## config.mk

```make
export PLATFORM = sky130hd
export DESIGN_NAME = intel_hex_record_encoder_core_flat
export DESIGN_NICKNAME = d
export VERILOG_FILES = /design/src/sv/ihex_pkg.sv /design/src/sv/ihex_if.sv /design/src/sv/intel_hex_record_encoder_core.sv /design/src/sv/ihex_front.sv /design/src/sv/ihex_fifo.sv /design/src/sv/ihex_back.sv /design/src/flat_wrapper.sv
export SDC_FILE = /design/constraint.sdc
export NUM_CORES = 1
export LEC_CHECK = 0
export ABC_AREA = 1
export BUFFER_PORTS_ARGS = -buffer_cell sky130_fd_sc_hd__buf_2
export CAP_MARGIN = 20
export CORE_ASPECT_RATIO = 1.75
export CORE_MARGIN = 4
export CORE_UTILIZATION = 60
export CTS_CLUSTER_SIZE = 25
export DETAILED_ROUTE_END_ITERATION = 10
export GPL_TIMING_DRIVEN = 0
export HOLD_SLACK_MARGIN = 0.15
export PLACE_DENSITY = 0.85
export SYNTH_ARGS = -nofsm -noshare
export SYNTH_HDL_FRONTEND = slang
export SYNTH_SLANG_ARGS = --single-unit
```

## constraint.sdc

```tcl
create_clock -name clk -period 6.6 [get_ports clk]
set_clock_uncertainty 0.15 [all_clocks]
set_input_delay 0.33 -clock clk [delete_from_list [all_inputs] [get_ports clk]]
set_output_delay 0.33 -clock clk [all_outputs]
set_load 0.02 [all_outputs]
```

## src/sv/ihex_pkg.sv

```systemverilog
package ihex_pkg;

	localparam int RECORD_BYTES = 16;
	localparam int IDX_W        = $clog2(RECORD_BYTES + 1);
	localparam logic [7:0] COUNT_BYTE = 8'(RECORD_BYTES);

	localparam int ADDR_W     = 16;
	localparam int CFG_IDX_W  = 1;
	localparam int CFG_DATA_W = 16;

	localparam logic [CFG_IDX_W-1:0] CFG_START = 1'b0;
	localparam logic [CFG_IDX_W-1:0] CFG_CRLF  = 1'b1;

	localparam int FIFO_DEPTH = 4;
	localparam int PTR_W      = $clog2(FIFO_DEPTH);
	localparam int CNT_W      = $clog2(FIFO_DEPTH + 1);

	localparam logic [6:0] CH_COLON = 7'h3A;
	localparam logic [6:0] CH_ZERO  = 7'h30;
	localparam logic [6:0] CH_CR    = 7'h0D;
	localparam logic [6:0] CH_LF    = 7'h0A;

	// character positions within one transaction's output
	typedef logic [3:0] step_t;
	localparam step_t ST_COLON  = 4'd0;
	localparam step_t ST_CNT_H  = 4'd1;
	localparam step_t ST_CNT_L  = 4'd2;
	localparam step_t ST_ADDR_3 = 4'd3;
	localparam step_t ST_ADDR_2 = 4'd4;
	localparam step_t ST_ADDR_1 = 4'd5;
	localparam step_t ST_ADDR_0 = 4'd6;
	localparam step_t ST_TYPE_H = 4'd7;
	localparam step_t ST_TYPE_L = 4'd8;
	localparam step_t ST_DATA_H = 4'd9;
	localparam step_t ST_DATA_L = 4'd10;
	localparam step_t ST_CK_H   = 4'd11;
	localparam step_t ST_CK_L   = 4'd12;
	localparam step_t ST_CR     = 4'd13;
	localparam step_t ST_LF     = 4'd14;

	typedef struct packed {
		logic              eof;
		logic              hdr;
		logic              tail;
		logic              crlf;
		logic [ADDR_W-1:0] addr;
		logic [7:0]        data;
		logic [7:0]        cksum;
	} cmd_t;

	function automatic logic [6:0] hex_char(input logic [3:0] nib);
		logic [6:0] c;
		if (nib < 4'd10)
			c = 7'h30 + {3'b000, nib};
		else
			c = 7'h37 + {3'b000, nib};
		return c;
	endfunction

	// ":00000001FF", indexed by position
	function automatic logic [6:0] eof_char(input step_t pos);
		logic [6:0] c;
		unique case (pos)
			4'd0:                 c = CH_COLON;
			4'd8:                 c = 7'h31;
			4'd9, 4'd10:          c = 7'h46;
			default:              c = CH_ZERO;
		endcase
		return c;
	endfunction

endpackage

```

## src/sv/ihex_if.sv

```systemverilog
interface ihex_feed_if;
	logic       valid;
	logic       ready;
	logic       mode;
	logic [7:0] data_byte;

	modport source(output valid, mode, data_byte, input ready);
	modport sink(input valid, mode, data_byte, output ready);
endinterface

interface ihex_text_if;
	logic       valid;
	logic       ready;
	logic [6:0] text_char;
	logic       last_of_run;

	modport source(output valid, text_char, last_of_run, input ready);
	modport sink(input valid, text_char, last_of_run, output ready);
endinterface

```

## src/sv/intel_hex_record_encoder_core.sv

```systemverilog
// Intel HEX encoder: each accepted data byte (mode 0) yields its two uppercase hex digits;
// the first byte of a 16-byte record is preceded by ":10", the four-digit address and "00",
// and the sixteenth is followed by the checksum and a line end (CR LF or LF, per
// CFG_CRLF). A finish item (mode 1) drops any partial record and yields ":00000001FF"
// and a line end, then rewinds the address to the CFG_START value. last_of_run marks
// the final character of each input item. Characters leave at one per cycle from the
// output register while the receiver is ready and a command is queued; a record is
// 45 (or 44) characters and an end-of-file record 13 (or 12). Items are accepted while
// the 4-entry command queue between the input stage and the character sequencer has
// room; output back-pressure stalls only the sequencer until the queue fills. Write
// configuration only while the block is idle.
module intel_hex_record_encoder_core
	import ihex_pkg::*;
(
	input  logic                  clk,
	input  logic                  arst_n,
	input  logic                  cfg_we,
	input  logic [CFG_IDX_W-1:0]  cfg_index,
	input  logic [CFG_DATA_W-1:0] cfg_wdata,
	ihex_feed_if.sink             feed,
	ihex_text_if.source           text
);

	cmd_t push_cmd;
	cmd_t head;
	logic push;
	logic pop;
	logic full;
	logic empty;

	assign feed.ready = !full;
	assign push       = feed.valid && !full;

	ihex_front u_front (
		.clk       (clk),
		.arst_n    (arst_n),
		.cfg_we    (cfg_we),
		.cfg_index (cfg_index),
		.cfg_wdata (cfg_wdata),
		.push      (push),
		.mode      (feed.mode),
		.data_byte (feed.data_byte),
		.cmd       (push_cmd)
	);

	ihex_fifo u_fifo (
		.clk      (clk),
		.arst_n   (arst_n),
		.push     (push),
		.push_cmd (push_cmd),
		.pop      (pop),
		.head     (head),
		.full     (full),
		.empty    (empty)
	);

	ihex_back u_back (
		.clk       (clk),
		.arst_n    (arst_n),
		.head      (head),
		.empty     (empty),
		.pop       (pop),
		.out_valid (text.valid),
		.out_ready (text.ready),
		.out_char  (text.text_char),
		.out_last  (text.last_of_run)
	);

endmodule

```

## src/sv/ihex_front.sv

```systemverilog
module ihex_front
	import ihex_pkg::*;
(
	input  logic                  clk,
	input  logic                  arst_n,
	input  logic                  cfg_we,
	input  logic [CFG_IDX_W-1:0]  cfg_index,
	input  logic [CFG_DATA_W-1:0] cfg_wdata,
	input  logic                  push,
	input  logic                  mode,
	input  logic [7:0]            data_byte,
	output cmd_t                  cmd
);

	logic [ADDR_W-1:0] start_q;
	logic              crlf_q;
	logic [ADDR_W-1:0] addr_q;
	logic [IDX_W-1:0]  idx_q;
	logic [7:0]        sum_q;

	logic       hdr;
	logic       tail;
	logic [7:0] base_sum;
	logic [7:0] new_sum;

	assign hdr      = (idx_q == '0);
	assign tail     = (idx_q + IDX_W'(1)) == IDX_W'(RECORD_BYTES);
	assign base_sum = hdr ? (COUNT_BYTE + addr_q[15:8] + addr_q[7:0]) : sum_q;
	assign new_sum  = base_sum + data_byte;

	always_comb begin
		cmd.eof   = mode;
		cmd.hdr   = hdr;
		cmd.tail  = tail;
		cmd.crlf  = crlf_q;
		cmd.addr  = addr_q;
		cmd.data  = data_byte;
		cmd.cksum = ~new_sum + 8'd1;
	end

	always_ff @(posedge clk or negedge arst_n) begin
		if (!arst_n) begin
			start_q <= '0;
			crlf_q  <= 1'b1;
			addr_q  <= '0;
			idx_q   <= '0;
			sum_q   <= '0;
		end else if (cfg_we) begin
			unique case (cfg_index)
				CFG_START: begin
					start_q <= cfg_wdata;
					if (idx_q == '0)
						addr_q <= cfg_wdata;
				end
				CFG_CRLF: crlf_q <= cfg_wdata[0];
			endcase
		end else if (push) begin
			if (mode) begin
				// drop any partial record and rewind for a new file
				addr_q <= start_q;
				idx_q  <= '0;
				sum_q  <= '0;
			end else if (tail) begin
				addr_q <= addr_q + ADDR_W'(RECORD_BYTES);
				idx_q  <= '0;
				sum_q  <= '0;
			end else begin
				idx_q <= idx_q + IDX_W'(1);
				sum_q <= new_sum;
			end
		end
	end

endmodule

```

## src/sv/ihex_fifo.sv

```systemverilog
module ihex_fifo
	import ihex_pkg::*;
(
	input  logic clk,
	input  logic arst_n,
	input  logic push,
	input  cmd_t push_cmd,
	input  logic pop,
	output cmd_t head,
	output logic full,
	output logic empty
);

	cmd_t             slot_q [FIFO_DEPTH];
	logic [PTR_W-1:0] wr_q;
	logic [PTR_W-1:0] rd_q;
	logic [CNT_W-1:0] cnt_q;

	assign full  = (cnt_q == CNT_W'(FIFO_DEPTH));
	assign empty = (cnt_q == '0);
	assign head  = slot_q[rd_q];

	always_ff @(posedge clk) begin
		if (push)
			slot_q[wr_q] <= push_cmd;
	end

	always_ff @(posedge clk or negedge arst_n) begin
		if (!arst_n) begin
			wr_q  <= '0;
			rd_q  <= '0;
			cnt_q <= '0;
		end else begin
			if (push)
				wr_q <= wr_q + PTR_W'(1);
			if (pop)
				rd_q <= rd_q + PTR_W'(1);
			if (push && !pop)
				cnt_q <= cnt_q + CNT_W'(1);
			else if (pop && !push)
				cnt_q <= cnt_q - CNT_W'(1);
		end
	end

`ifndef SYNTH
	a_no_overflow: assert property (@(posedge clk) disable iff (!arst_n)
		!(push && full && !pop))
		else $error("transaction queued into a full queue");

	a_no_underflow: assert property (@(posedge clk) disable iff (!arst_n)
		!(pop && empty))
		else $error("pop from an empty queue");
`endif

endmodule

```

## src/sv/ihex_back.sv

```systemverilog
module ihex_back
	import ihex_pkg::*;
(
	input  logic        clk,
	input  logic        arst_n,
	input  cmd_t        head,
	input  logic        empty,
	output logic        pop,
	output logic        out_valid,
	input  logic        out_ready,
	output logic [6:0]  out_char,
	output logic        out_last
);

	logic       busy_q;
	step_t      step_q;
	logic       valid_q;
	logic [6:0] char_q;
	logic       last_q;

	logic       advance;
	logic       fire;
	step_t      cur_step;
	step_t      next_step;
	logic       is_last;
	logic [6:0] cur_char;

	assign advance  = !valid_q || out_ready;
	assign fire     = advance && !empty;
	assign cur_step = busy_q ? step_q : ((head.eof || head.hdr) ? ST_COLON : ST_DATA_H);
	assign pop      = fire && is_last;

	always_comb begin
		next_step = cur_step + step_t'(1);
		is_last   = 1'b0;
		unique case (cur_step)
			ST_DATA_L: begin
				if (head.eof)
					next_step = head.crlf ? ST_CR : ST_LF;
				else if (head.tail)
					next_step = ST_CK_H;
				else
					is_last = 1'b1;
			end
			ST_CK_L: next_step = head.crlf ? ST_CR : ST_LF;
			ST_LF:   is_last = 1'b1;
			default: next_step = cur_step + step_t'(1);
		endcase
	end

	always_comb begin
		if (head.eof && cur_step <= ST_DATA_L) begin
			cur_char = eof_char(cur_step);
		end else begin
			unique case (cur_step)
				ST_COLON:  cur_char = CH_COLON;
				ST_CNT_H:  cur_char = hex_char(COUNT_BYTE[7:4]);
				ST_CNT_L:  cur_char = hex_char(COUNT_BYTE[3:0]);
				ST_ADDR_3: cur_char = hex_char(head.addr[15:12]);
				ST_ADDR_2: cur_char = hex_char(head.addr[11:8]);
				ST_ADDR_1: cur_char = hex_char(head.addr[7:4]);
				ST_ADDR_0: cur_char = hex_char(head.addr[3:0]);
				ST_DATA_H: cur_char = hex_char(head.data[7:4]);
				ST_DATA_L: cur_char = hex_char(head.data[3:0]);
				ST_CK_H:   cur_char = hex_char(head.cksum[7:4]);
				ST_CK_L:   cur_char = hex_char(head.cksum[3:0]);
				ST_CR:     cur_char = CH_CR;
				ST_LF:     cur_char = CH_LF;
				default:   cur_char = CH_ZERO;
			endcase
		end
	end

	always_ff @(posedge clk or negedge arst_n) begin
		if (!arst_n) begin
			busy_q  <= 1'b0;
			step_q  <= ST_COLON;
			valid_q <= 1'b0;
		end else if (advance) begin
			valid_q <= !empty;
			if (fire) begin
				busy_q <= !is_last;
				step_q <= next_step;
			end
		end
	end

	always_ff @(posedge clk) begin
		if (fire) begin
			char_q <= cur_char;
			last_q <= is_last;
		end
	end

	assign out_valid = valid_q;
	assign out_char  = char_q;
	assign out_last  = last_q;

`ifndef SYNTH
	a_busy_has_head: assert property (@(posedge clk) disable iff (!arst_n)
		busy_q |-> !empty)
		else $error("sequencer mid-transaction with no queued command");

	a_cr_not_last: assert property (@(posedge clk) disable iff (!arst_n)
		(valid_q && last_q) |-> (char_q != CH_CR && char_q != CH_COLON))
		else $error("run ends on a carriage return or a record mark");
`endif

endmodule

```

## src/flat_wrapper.sv

```systemverilog
// flat-port wrapper written by rule: the top's interface ports become plain ports
module intel_hex_record_encoder_core_flat import ihex_pkg::*;
  (clk, arst_n, cfg_we, cfg_index, cfg_wdata, feed_valid, feed_mode, feed_data_byte, feed_ready, text_valid, text_text_char, text_last_of_run, text_ready);
  ihex_feed_if feed_i ();
  ihex_text_if text_i ();
  input  logic clk;
  input  logic arst_n;
  input  logic cfg_we;
  input  logic [CFG_IDX_W-1:0] cfg_index;
  input  logic [CFG_DATA_W-1:0] cfg_wdata;
  input wire logic [$bits(feed_i.valid)-1:0] feed_valid;
  input wire logic [$bits(feed_i.mode)-1:0] feed_mode;
  input wire logic [$bits(feed_i.data_byte)-1:0] feed_data_byte;
  output wire logic [$bits(feed_i.ready)-1:0] feed_ready;
  output wire logic [$bits(text_i.valid)-1:0] text_valid;
  output wire logic [$bits(text_i.text_char)-1:0] text_text_char;
  output wire logic [$bits(text_i.last_of_run)-1:0] text_last_of_run;
  input wire logic [$bits(text_i.ready)-1:0] text_ready;
  assign feed_i.valid = feed_valid;
  assign feed_i.mode = feed_mode;
  assign feed_i.data_byte = feed_data_byte;
  assign feed_ready = feed_i.ready;
  assign text_valid = text_i.valid;
  assign text_text_char = text_i.text_char;
  assign text_last_of_run = text_i.last_of_run;
  assign text_i.ready = text_ready;
  intel_hex_record_encoder_core u_core (.clk(clk), .arst_n(arst_n), .cfg_we(cfg_we), .cfg_index(cfg_index), .cfg_wdata(cfg_wdata), .feed(feed_i), .text(text_i));
endmodule
```

==> metrics.log <==
[metrics] run status: completed
[metrics] cell area after synthesis: around 11000 sq um
[metrics] number of design-rule violations left by the first detailed-router iteration: 851
[metrics] Chip Height: 188 um
[metrics] cell at the root of the clock tree: sky130_fd_sc_hd__clkbuf_16
[metrics] routed vias/inst: around 5.8
[metrics] cell repeated most along the worst path: sky130_fd_sc_hd__ha_1
[metrics] routed vias: 9019
[metrics] power per standard cell area: ~580 nW/um^2
[metrics] post-layout net count: 1396
[metrics] Ant. Diodes: 0
[metrics] fraction of final layout cells sized beyond drive strength 1: around 11%
[metrics] PortBufs: 40
[metrics] placed cell count: 1505
[metrics] routed length per placed instance: between 15 and 20 um
[metrics] last weighted congestion value of the routability-driven placer: approximately 1
[metrics] maximum clock frequency: around 250 MHz
[metrics] number of clock buffers inserted by TritonCTS: 19
[metrics] family with the most delay on the worst path: adder cells
[metrics] number of cells in the finished layout apart from fillers: roughly 1600
[metrics] amount of wire on met2 after detailed routing: ~15000 um
[metrics] CP startpoint: u_core.u_front.addr_q[12]
[metrics] top cells by instance count after synthesis: 343 x sky130_fd_sc_hd__nand2_1, 152 x sky130_fd_sc_hd__edfxtp_1, 123 x sky130_fd_sc_hd__nand3_1
[metrics] post-cts sizing count: 0
[metrics] slowest cell on the critical path: sky130_fd_sc_hd__dfrtp_1
[metrics] number of slew-limit violations in the final report: 0
[metrics] starting density of the core: between 60% and 70%
[metrics] Gate Count Post-Synth: approximately 1200
[metrics] worst reg2reg startpoint: u_core.u_front.addr_q[12]
[metrics] total met3 wirelength after detailed routing: 1480 um
[metrics] global-route wire length before repair: 44700 um
[metrics] die span in x: 111 um
[metrics] Synthesis Warnings: 0
[metrics] DR pass1 iterations: 5
[metrics] worst path required time: 6700 ps
[metrics] clock tree from TritonCTS: done
[metrics] number of inserted filler cells in the final layout: 1294
[metrics] standard-cell rows: 65
[metrics] sort of element at the end of the critical path: register
[metrics] Max rail drop VDD: 0.388 mV
[metrics] post-synthesis sequential area ratio: between 50 and 60%
[metrics] static leakage: approximately 5.6 nW
[metrics] largest cells by area after synthesis: sky130_fd_sc_hd__edfxtp_1 41%, sky130_fd_sc_hd__dfrtp_1 13%, sky130_fd_sc_hd__nand2_1 12%
[metrics] number of global-route vias before repair: roughly 9100
[metrics] number of flops mapped to enable cells by yosys: around 150
[metrics] number of top-level pins: 41
[metrics] leftover overflow at the end of global routing: 0
[metrics] total track usage: between 20% and 30%
[metrics] antenna-violating nets left: 0
[metrics] synthesized area per cell: between 9 and 10 sq um
[metrics] final wirelength: approximately 28000 um
[metrics] async set-reset flop share out of synthesis: 28.0%
[metrics] setup slack of the most critical reg-to-reg path: around 2600 ps
[metrics] list of cells traversed by the critical path: inv_1 > ha_1 > inv_1 > ha_1 > a21oi_1 > nand2_1 > o21ai_0 > o21ai_0 > ha_1 > a21oi_1 > nand2_1 > xor2_1 > xor2_1
[metrics] insertion delay to the later sink of the worst-skew pair: 480 ps
[metrics] CP Capture Point: u_core.u_fifo.slot_q[2][6]
[metrics] worst-path fanout max: 9
[metrics] summed negative setup slack over all endpoints: 0 ps
[metrics] TritonCTS sink count: roughly 210
[metrics] WP data arrival: 4110 ps
[metrics] initial antenna violation count: 0
[metrics] largest net degree at the start of global routing: 39
[metrics] area inside the core boundary: 18100 sq um
[metrics] most frequently used flop master after synthesis: sky130_fd_sc_hd__edfxtp_1
[metrics] kind of launch point of the worst setup path: register
[metrics] final cycle utilization of the critical path: around 61%
[metrics] largest stage delay on the critical path: ~590 ps
[metrics] relative slew slack: between 50% and 60%
[metrics] post-route DRC violation count: 0
[metrics] Tightest Hold Check Type: in2reg
[metrics] wire length on met1: 9350 um
[metrics] nets in the synthesized netlist: about 1300
[metrics] final HPWL from detailed placement: 20300 um
[metrics] Clock Pin Slew Worst Setup and Hold Paths: approximately 70 ps
[metrics] final hold violation count: 0
[metrics] number of storage elements in the synthesis netlist: 211
[metrics] post-layout min period: 4010 ps
[metrics] Highest Signal Layer: met4
[metrics] area overhead of the layout relative to synthesis: 13.6%
[metrics] FF-to-FF path depth: 13
[metrics] Levels on crit path: 13
[metrics] htree depth: 1
[metrics] worst path bufs/invs: 2
[metrics] CTS Buffer Depth: 3
[metrics] Worst Tran Pin Value: 679 ps
[metrics] number of maximum-capacitance constraint violations: 0
[metrics] leading area contributor after synthesis: sky130_fd_sc_hd__edfxtp_1
[metrics] RSZ-0062 raised after global routing: no
[metrics] Synth cell types: 47
[metrics] critical path class: reg2reg
[metrics] Die Area: about 21000 sq um
[metrics] worst reg2reg endpoint: u_core.u_fifo.slot_q[2][6]
[metrics] area share of the largest cell type after synthesis: about two fifths
[metrics] final count of negative-setup-slack endpoints: 0
[metrics] leading cell type by number of instances after synthesis: sky130_fd_sc_hd__nand2_1
## cell type report
type | count | area, sq um | area share (%)
inverters | 133 | 504 | 3.98
repair buffers | 74 | 588 | 4.65
multi-input cells | 842 | 4360 | 34.5
plain buffers | 39 | 268 | 2.12
clock buffers | 27 | 537 | 4.24
flip-flops and latches | 211 | 6040 | 47.7
well taps | 234 | 293 | 2.31
clock inverters | 6 | 62.6 | 0.494
## how the worst min path moves through the flow
stage                                   start                         to  slack (ps)  cells after the start
floorplan                              arst_n       u_core.u_back.busy_q        -120                      0
global placement    u_core.u_front.start_q[7]  u_core.u_front.start_q[7]         320                      2
detailed placement                     arst_n  u_core.u_front.start_q[9]         200                      1
CTS                                    cfg_we   u_core.u_front.addr_q[1]         180                      4
global route                           cfg_we   u_core.u_front.addr_q[8]         230                      4
finish                                 cfg_we   u_core.u_front.addr_q[3]         210                      4
## metal layers
layer | vias up | track usage [%]
li1 | 4272 | -
met1 | 4230 | 26.1
met2 | 393 | 51.8
met3 | 124 | 3.21
met4 | 0 | 18.5
met5 | - | 0
## sequential cells by signal (all words and copies together), names as in the netlist
signal	count
u_core.u_back.busy_q	1
u_core.u_back.out_char	7
u_core.u_back.out_last	1
u_core.u_back.out_valid	1
u_core.u_back.step_q	4
u_core.u_fifo.cnt_q	3
u_core.u_fifo.rd_q	2
u_core.u_fifo.slot_q	144
u_core.u_fifo.wr_q	2
u_core.u_front.addr_q	16
u_core.u_front.crlf_q	1
u_core.u_front.idx_q	5
u_core.u_front.start_q	16
u_core.u_front.sum_q	8
## stage by stage
step / setup WS [ps] / hold WS, ps / area [sq um] / power, W / utilization (%)
6_report: 2590 / 208 / 12700 / 0.00735 / 69.8
5_1_grt: 2250 / 234 / 12700 / 0.00788 / 69.8
4_1_cts: 2630 / 177 / 12700 / 0.00730 / 69.8
3_5_place_dp: 2620 / 205 / 11800 / 0.00619 / 64.9
3_3_place_gp: 2590 / 318 / 11600 / 0.00605 / 64.2
2_1_floorplan: 3340 / -116 / 11100 / 0.00507 / -
## power breakdown
group | switching (W) | internal (W) | total, W
Clock | 0.000457 | 0.000608 | 0.00107
Sequential | 0.000236 | 0.00213 | 0.00237
Combinational | 0.00267 | 0.00125 | 0.00392
Total | 0.00336 | 0.00399 | 0.00735
## worst register-to-register path, delay by kind of cell, from the launching register on
family	cells	cell delay [ps]
AND/OR/NAND/NOR	2	230
adder cells (fa/ha/maj)	3	1040
AO/OA/AOI/OAI	4	800
buffers and inverters	2	200
XOR/XNOR	2	790
flip-flops	1	590
## cells by family after synthesis
logic type	count (synthesis)	synth area share [%]
simple gates	604	23.0
flops	211	54.2
buf+inv	172	6.93
compound gates	167	8.52
fa+ha+maj	45	5.25
xor+xnor	26	2.04
## what timing repair did
item,CTS,global route
buffers inserted,0,0
hold buffers,28,0
endpoints found under the hold margin,126,0
## placed cells by master (no fill, tap or decap), types with 39 or more instances in the layout
master	count
sky130_fd_sc_hd__a21oi_1	39
sky130_fd_sc_hd__nand3_1	123
sky130_fd_sc_hd__ha_1	42
sky130_fd_sc_hd__inv_1	121
sky130_fd_sc_hd__o21ai_0	72
sky130_fd_sc_hd__dfrtp_1	58
sky130_fd_sc_hd__buf_2	50
sky130_fd_sc_hd__nor2_1	90
sky130_fd_sc_hd__edfxtp_1	152
sky130_fd_sc_hd__nand2_1	343
Note: power is estimated with default switching activity, not from simulation.
